$ cat src/hw/rtl/plk_pkg.sv
package plk_pkg;

    localparam int unsigned OUT_W = 7;

    localparam logic [1:0] MODE_ACQUIRE     = 2'd0;
    localparam logic [1:0] MODE_RELEASE     = 2'd1;
    localparam logic [1:0] MODE_RELEASE_ALL = 2'd2;
    localparam logic [1:0] MODE_CHECK       = 2'd3;

    localparam logic [31:0] WHOLE_RELATION = 32'hFFFF_FFFF;
    localparam logic [15:0] WHOLE_PAGE     = 16'd0;

    typedef struct packed {
        logic [31:0] rel;
        logic [31:0] blk;
        logic [15:0] off;
        logic [31:0] xid;
    } t_entry;

    typedef struct packed {
        logic xid_eq;
        logic tag_eq;
        logic covers;
    } t_match;

endpackage

$ cat src/hw/rtl/plk_match.sv
module plk_match (
    input  plk_pkg::t_entry i_entry,
    input  plk_pkg::t_entry i_probe,
    output plk_pkg::t_match o_match
);

    logic rel_eq;
    logic blk_eq;
    logic off_eq;

    assign rel_eq = (i_entry.rel == i_probe.rel);
    assign blk_eq = (i_entry.blk == i_probe.blk);
    assign off_eq = (i_entry.off == i_probe.off);

    assign o_match.xid_eq = (i_entry.xid == i_probe.xid);
    assign o_match.tag_eq = rel_eq && blk_eq && off_eq;
    // Whole-relation entry covers any block; whole-page entry covers any offset.
    assign o_match.covers = rel_eq &&
                            ((i_entry.blk == plk_pkg::WHOLE_RELATION) ||
                             (blk_eq && ((i_entry.off == plk_pkg::WHOLE_PAGE) || off_eq)));

endmodule

$ cat config.mk
export PLATFORM = sky130hd
export DESIGN_NAME = plk_match
export DESIGN_NICKNAME = d
export VERILOG_FILES = /design/src/hw/rtl/plk_pkg.sv /design/src/hw/rtl/plk_match.sv
export SDC_FILE = /design/constraint.sdc
export NUM_CORES = 1
export LEC_CHECK = 0
export BUFFER_PORTS_ARGS = -buffer_cell sky130_fd_sc_hd__buf_2
export CAP_MARGIN = 30
export CORE_AREA = 2 2 89 91
export DETAILED_ROUTE_END_ITERATION = 8
export DIE_AREA = 0 0 91 93
export SYNTH_ARGS = -nofsm -noshare
export SYNTH_HDL_FRONTEND = slang
export SYNTH_SLANG_ARGS = --single-unit
export TNS_END_PERCENT = 100
$ cat constraint.sdc
create_clock -name vclk -period 1.4
set_input_delay 0.21 -clock vclk [all_inputs]
set_output_delay 0.21 -clock vclk [all_outputs]
set_load 0.05 [all_outputs]
==> flow_summary.toml, run 1 <==
[status]
status = "finished, violations left"
violations = "setup timing"

[global_route]
grt_pass1_wl_mm = 9.93
antenna_found_initial = 0
first_global_vias = 2170
overflow = 0
grtUsageTotal = 0.142
grt_max_degree = 3

[min_path]
hold_class = "in -> out"
holdPathStages = 6

[power_and_ir_drop]
p_leak_uw = 0.00150
vdd_drop_max_mv = 0.103
p_sw_uw = 314
share_comb_of_total_power = 1.000
power.density_mw_per_mm2 = 260
intPower_uw = 457
switching_share = 0.407
pwr-share-clk = 0
p_seq_frac = 0

[place]
io_buffers = 227
placed_area_mm2 = 0.00278
dp_hpwl_mm = 6.17
place_ws_ns = -0.672
routabilityCongestion = 0.852

[drt]
routed_wl_mm = 6.75
antenna_left = 0
wire_per_inst_um = 13.0
drc = 0
vias = 2121
viasPerCell = 4.07
dr.first_iter.drc_count = 21
dr.pass1.iters = 4

[critical_path]
worstPathArrival_ns = 1.64
slowest_stage = "a311o_1"
start_kind = "primary input"
critPathKind = "in -> out"
end_kind = "output port"
cp_num_buf_inv = 3
worst-path-max-fanout = 2
crit_chain = "buf_2 > buf_4 > nor4_1 > nand4_1 > a311o_1 > a21oi_4 > buf_6"
crit_family = "compound AO/OA/AOI/OAI gates"
cp.required_ns = 1.19
max_stage_delay_ns = 0.42
cp.depth = 7

[final_layout]
clockBufferCount = 0
fin_area_mm2 = 0.00296
final_nets = 645
regArea_um2 = 0
drive_above_1_share = 0.625
numSequentialCells = 0
area_delta_synth_final_pct = 123
multi_input_area_mm2 = 0.00141
antenna_cells = 0
n_fill_cell = 818

[synth]
ys_warn_count = 0
synth_top_cells_by_area = "xor2_1, xnor2_1, nor4_1"
synth_top_area_share = 0.527
ys_types = 8
seq_area_frac_synth = 0
synth.avg_cell_area_um2 = 7.92
yosysTopAreaCell = "xor2_1"
netlist_instances = 168
synth_nets = 392
syn-cell-area_mm2 = 0.00133

[timing]
post-route-period-util = 1.32
setup_viol = 3
hold_viol_final = 0
fin_crit_ns = 1.85
rsz0062_at_grt = "yes"
worstMarginPinSlew_ns = 0.290
setup_ws_ns = -0.446
fmax_mhz = 542
slew_viol_final = 0
maxSlewHeadroom = 0.805

[run]
cap_viol_max_count = 0

[die]
dieArea_mm2 = 0.00846
rows = 32
ios = 227
die_y_um = 93
die_w_um = 91
core_area_mm2 = 0.00753
initial_core_util = 0.177

[clock_network]
ctsHoldBuffers = 0
==> Yosys cell counts <==
cell      n
nor2_1    1
a311o_1   1
xnor2_1  32
xor2_1   80
a21oi_2   1
nor4_1   29
nand2_1   2
nand4_1  22
==> layout by cell type (no fill, tap or decap) <==
master,n
a311o_1,1
a21oi_4,1
buf_6,18
buf_4,24
xor2_2,1
nor4_1,21
xor2_1,79
nand2_1,2
buf_2,209
nand4_1,22
nor4_4,1
xnor2_1,32
nor2_2,1
nor4_2,7
==> final cells by class <==
| class | instances | share of cell area |
|---|---|---|
| Timing Repair Buffer | 251 | 0.482 |
| Multi-Input combinational cell | 168 | 0.475 |
| Tap cell | 102 | 0.0431 |
==> cell families (layout without fill, tap and decap cells) <==
kind of cell    Yosys count  in the layout  share of synthesized area
buf+inv                   0            251                          0
compound gates            2              2                     0.0141
simple gates             54             54                      0.248
xor+xnor                112            112                      0.738
==> routing by layer <==
layer  wire length [um]  GRT usage  share of wire
met1               2670      0.175           0.40
met2               3520      0.271           0.52
met3                522     0.0210          0.077
met4                 35    0.00758         0.0052
met5                  0          0              0
==> power groups by stage <==
stage | Sequential [uW] | Combinational, uW | Clock (uW)
2_1_floorplan | 0 | 255 | 0
3_3_place_gp | 0 | 716 | 0
3_5_place_dp | 0 | 726 | 0
4_1_cts | 0 | 754 | 0
5_1_grt | 0 | 848 | 0
6_report | 0 | 771 | 0
==> what timing repair did <==
| action | CTS | global route |
|---|---|---|
| setup endpoints to repair | 3 | 3 |
| resized for setup | 17 | 13 |
| cloned | 0 | 0 |
| setup buffers | 3 | 0 |
| pin swaps | 19 | 13 |
==> through the flow <==
stage / cells / utilization / TNS (ns) / hold slack (ns) / power (uW)
floorplan: 168 / - / -0.607 / 0.731 / 255
finish: 521 / 0.394 / -0.909 / 0.981 / 771
CTS: 521 / 0.383 / -0.939 / 0.968 / 754
global route: 521 / 0.394 / -1.14 / 1.00 / 848
global placement: 518 / 0.369 / -1.36 / 1.01 / 716
detailed placement: 518 / 0.369 / -1.39 / 1.02 / 726
==> final timing paths <==
check | start | to | slack, ns
setup / recovery | i_entry[34] | o_match[0] | -0.45
hold / removal | i_entry[26] | o_match[2] | 0.98
No activity file was read; power rests on OpenSTA's default activity.
==> run 2, diff against run 1 <==
==> constraint.sdc (replaced) <==
create_clock -name vclk -period 2.2
set_input_delay 0.33 -clock vclk [all_inputs]
set_output_delay 0.33 -clock vclk [all_outputs]
set_load 0.05 [all_outputs]
==> run 2 against run 1 <==
The run now ends clean. Count of clock-buffer cells in the layout did not move. Combinational power fell by 41%. Flip-flop and latch count unchanged. Cell count fell by 3.5%. Total power is 41% lower. Worst hold slack improved by 0.20 ns. Non-clock buffer count down 18. Worst setup slack better by 0.50 ns. First-iteration DRC count increased by 19%. Critical path type unchanged. Cell area decreased by 9.1%.
==> flow_summary.toml, run 2 (synthesis gave the netlist of run 1 again) <==
[final_layout]
regArea_um2 = 0
n_fill_cell = 815
area_delta_synth_final_pct = 102
antenna_cells = 0
mostFrequentLayoutCells = "buf_2, xor2_1, xnor2_1, nor4_1, nand4_1"
drive_above_1_share = 0.596
final_nets = 627
numSequentialCells = 0
clockBufferCount = 0
layout_commonest_cell = "buf_2"

[drt]
dr.pass1.iters = 4
antenna_left = 0
viasPerCell = 4.24
vias = 2131
routed_wl_mm = 6.75
drc = 0
wire_per_inst_um = 13.4
dr.first_iter.drc_count = 25

[critical_path]
crit_chain = "buf_2 > xor2_1 > nor4_1 > nand4_1 > buf_4 > nor4_4 > buf_6"
worstPathArrival_ns = 1.82
start_kind = "primary input"
cp_num_buf_inv = 3
max_stage_delay_ns = 0.34
end_kind = "output port"
critPathKind = "in -> out"
worst-path-max-fanout = 2
cp.required_ns = 1.87
crit_family = "simple AND/OR/NAND/NOR gates"
slowest_stage = "nor4_1"

[timing]
post-route-period-util = 0.976
maxSlewHeadroom = 0.770
worstMarginPinSlew_ns = 0.341
hold_viol_final = 0
rsz0062_at_grt = "no"
fmax_mhz = 466
slew_viol_final = 0
setup_ws_ns = 0.0538
tns_ns = 0
setup_viol = 0
fin_crit_ns = 2.15

[power_and_ir_drop]
p_sw_uw = 196
pwr-share-clk = 0
p_leak_uw = 0.00138
p_seq_frac = 0
share_comb_of_total_power = 1.000
intPower_uw = 259
switching_share = 0.431
power.density_mw_per_mm2 = 169
vdd_drop_max_mv = 0.0508

[global_route]
grtUsageTotal = 0.147
first_global_vias = 2129
grt_pass1_wl_mm = 9.98
antenna_found_initial = 0
grt_max_degree = 3
overflow = 0

[clock_network]
ctsHoldBuffers = 0

[die]
core_area_mm2 = 0.00753
ios = 227
die_y_um = 93
rows = 32
initial_core_util = 0.177
dieArea_mm2 = 0.00846
die_w_um = 91

[place]
place_ws_ns = -0.0286
dp_hpwl_mm = 6.41
routabilityCongestion = 0.862
io_buffers = 227

[status]
status = "finished, final reports clean"

[run]
cap_viol_max_count = 0

[min_path]
hold_class = "in -> out"
## run 2: cell count changes in the layout (fill, tap and decap cells not counted), moves of 4 or more
cell	previous run	this run
buf_6	18	2
nor4_2	7	3
nor4_1	21	25
buf_4	24	6
buf_2	209	225
## run 2: power by group through the flow
stage / registers, uW / logic (uW) / clock network, uW
final: 0 / 454 / 0
after global routing: 0 / 500 / 0
after floorplan: 0 / 162 / 0
after global placement: 0 / 440 / 0
after detailed placement: 0 / 450 / 0
after CTS: 0 / 453 / 0
## run 2: layer usage
layer  vias to the layer above  GRT usage  part of all wire
li1                       1077          -                 -
met2                       118      0.299              0.54
met3                         4     0.0201             0.093
met1                       932      0.167              0.36
met4                         0    0.00884            0.0059
met5                         -          0                 0
## run 2: cell type report
type,instances,area [um^2],share of cell area
well taps,102,128,0.0474
multi-input cells,168,1370,0.509
repair buffers,233,1190,0.443
## run 2: final timing paths
path,startpoint,to,slack (ns),cells past startpoint
setup / recovery,i_probe[97],o_match[1],0.05,7
hold / removal,i_entry[64],o_match[0],1.18,6
## run 2: tightest hold or removal path, stage by stage
cell	delay [ns]
buf_2	0.11
nand4_1	0.06
nor4_1	0.05
nand2_1	0.09
a21oi_2	0.06
buf_6	0.14
## run 2: timing repair
action                                  in CTS  in global routing
endpoints found under the setup margin       2                  2
gates resized for setup                      2                  6
pin swaps                                    0                  3
buffers inserted                             0                  0
## run 2: per-stage QoR
step,instance area [um^2],total power [uW],hold slack (ns),cells,utilization
finish,2690,454,1.18,503,0.358
global route,2690,500,1.24,503,0.358
CTS,2660,453,1.23,503,0.353
detailed placement,2650,450,1.24,503,0.353
global placement,2650,440,1.23,503,0.353
floorplan,1350,162,0.983,168,-
==> run 3, diff against run 2 <==
--- a/config.mk
+++ b/config.mk
@@ -5,11 +5,11 @@
 export SDC_FILE = /design/constraint.sdc
 export NUM_CORES = 1
 export LEC_CHECK = 0
-export BUFFER_PORTS_ARGS = -buffer_cell sky130_fd_sc_hd__buf_2
 export CAP_MARGIN = 30
-export CORE_AREA = 2 2 89 91
+export CORE_AREA = 2 2 87 89
 export DETAILED_ROUTE_END_ITERATION = 8
-export DIE_AREA = 0 0 91 93
+export DIE_AREA = 0 0 89 91
+export DONT_BUFFER_PORTS = 1
 export SYNTH_ARGS = -nofsm -noshare
 export SYNTH_HDL_FRONTEND = slang
 export SYNTH_SLANG_ARGS = --single-unit
==> run 3 against run 2 <==
Core utilization decreased by 14 points. Combinational power decreased by 57%. Cell count decreased by 45%. Count of clock-buffer cells in the layout unchanged. Die area decreased by 4.3%. Sequential share of layout area unchanged. Global-route usage decreased by 3.3 points. Flip-flop and latch count unchanged. First-iteration DRC count decreased by 16%. Worst setup slack improved by 0.035 ns. Critical path depth unchanged. Critical path type unchanged. Largest power group unchanged. Highest routed layer unchanged.
==> flow_summary.toml, run 3 (synthesis gave the netlist of run 1 again) <==
[status]
status = "finished, final reports clean"

[timing]
setup_viol = 0
fmax_mhz = 474
fin_crit_ns = 2.11
maxSlewHeadroom = 0.784
rsz0062_at_grt = "no"
slew_viol_final = 0
worstMarginPinSlew_ns = 0.321
hold_viol_final = 0
setup_ws_ns = 0.0888
tns_ns = 0
post-route-period-util = 0.960

[power_and_ir_drop]
power.density_mw_per_mm2 = 125
switching_share = 0.386
p_leak_uw = 0.000498
share_comb_of_total_power = 1.000
p_seq_frac = 0
pwr-share-clk = 0
vdd_drop_max_mv = 0.0303
intPower_uw = 121
p_sw_uw = 76.1

[final_layout]
antenna_cells = 0
final_cells = 275
multi_input_area_mm2 = 0.00137
n_fill_cell = 803
regArea_um2 = 0
numSequentialCells = 0
layout_commonest_cell = "xor2_1"
mostFrequentLayoutCells = "xor2_1, xnor2_1, nor4_1, nand4_1, buf_4"
clockBufferCount = 0
fin_area_mm2 = 0.00157
drive_above_1_share = 0.0739
final_nets = 402
area_delta_synth_final_pct = 18.3

[drt]
wl_met2_mm = 3.06
highest-signal-layer = "met4"
wire_per_inst_um = 19.5
routed_wl_mm = 5.37
antenna_left = 0
wl_met1_mm = 1.74
dr.first_iter.drc_count = 21
vias = 1362
drc = 0
dr.pass1.iters = 4
viasPerCell = 4.95
wl_met3_um = 509

[global_route]
antenna_found_initial = 0
grtUsageTotal = 0.113
grt_pass1_wl_mm = 6.88
first_global_vias = 1466
overflow = 0
grt_max_degree = 3

[critical_path]
critPathKind = "in -> out"
start_kind = "primary input"
worstPathArrival_ns = 1.78
worst-path-max-fanout = 2
end_kind = "output port"
cp.required_ns = 1.87

[die]
die_y_um = 91
initial_core_util = 0.186
die_w_um = 89
dieArea_mm2 = 0.00810
ios = 227
rows = 31
core_area_mm2 = 0.00714

[clock_network]
ctsHoldBuffers = 0

[place]
routabilityCongestion = 0.883
placed_area_mm2 = 0.00155
io_buffers = 0
dp_hpwl_mm = 5.22
dp.cells = 274
place_ws_ns = 0.00418

[min_path]
hold_class = "in -> out"

[run]
cap_viol_max_count = 0
[run 3: cell count changes in the layout (fill, tap and decap cells not counted)]
cell    change
buf_6       -2
buf_2     -225
nor4_2      -1
nor4_1      +1
buf_12      +2
[run 3: power by group through the flow]
| stage | Clock, uW | Sequential [uW] | Combinational, uW |
|---|---|---|---|
| after floorplan | 0 | 0 | 162 |
| after global placement | 0 | 0 | 193 |
| after detailed placement | 0 | 0 | 196 |
| after CTS | 0 | 0 | 199 |
| after global routing | 0 | 0 | 224 |
| final | 0 | 0 | 197 |
[run 3: timing repair]
item,CTS,global route
gates resized for setup,1,2
pin swaps,0,1
setup endpoints to repair,1,2
buffers inserted,0,1
[run 3: critical path: stages]
cell and delay [ns]:
xnor2_1 0.23, nand4_1 0.18, nor4_2 0.31, buf_4 0.14, nand2_1 0.12, nor4_4 0.29
buf_12 0.18
[run 3: through the flow]
stage / total power (uW) / util / hold WS (ns)
final: 197 / 0.221 / 1.10
after global routing: 224 / 0.221 / 1.14
after CTS: 199 / 0.218 / 1.13
after detailed placement: 196 / 0.217 / 1.13
after global placement: 193 / 0.217 / 1.12
after floorplan: 162 / - / 0.983
[run 3: metal layers]
metal / GRT usage / vias to the layer above
met5: 0 / -
met4: 0.0112 / 0
met3: 0.00364 / 2
met2: 0.246 / 128
met1: 0.116 / 606
li1: - / 626
[run 3: worst paths after layout]
| check | start | to | slack [ns] | depth (start not counted) |
|---|---|---|---|---|
| worst max-delay path | i_entry[62] | o_match[1] | 0.09 | 7 |
| worst min-delay path | i_entry[56] | o_match[0] | 1.10 | 5 |
[run 3: area by class of cell]
type / count / share of cell area
tap: 99 / 0.0787
timing repair buffer: 8 / 0.0541
multi-input combinational: 168 / 0.867
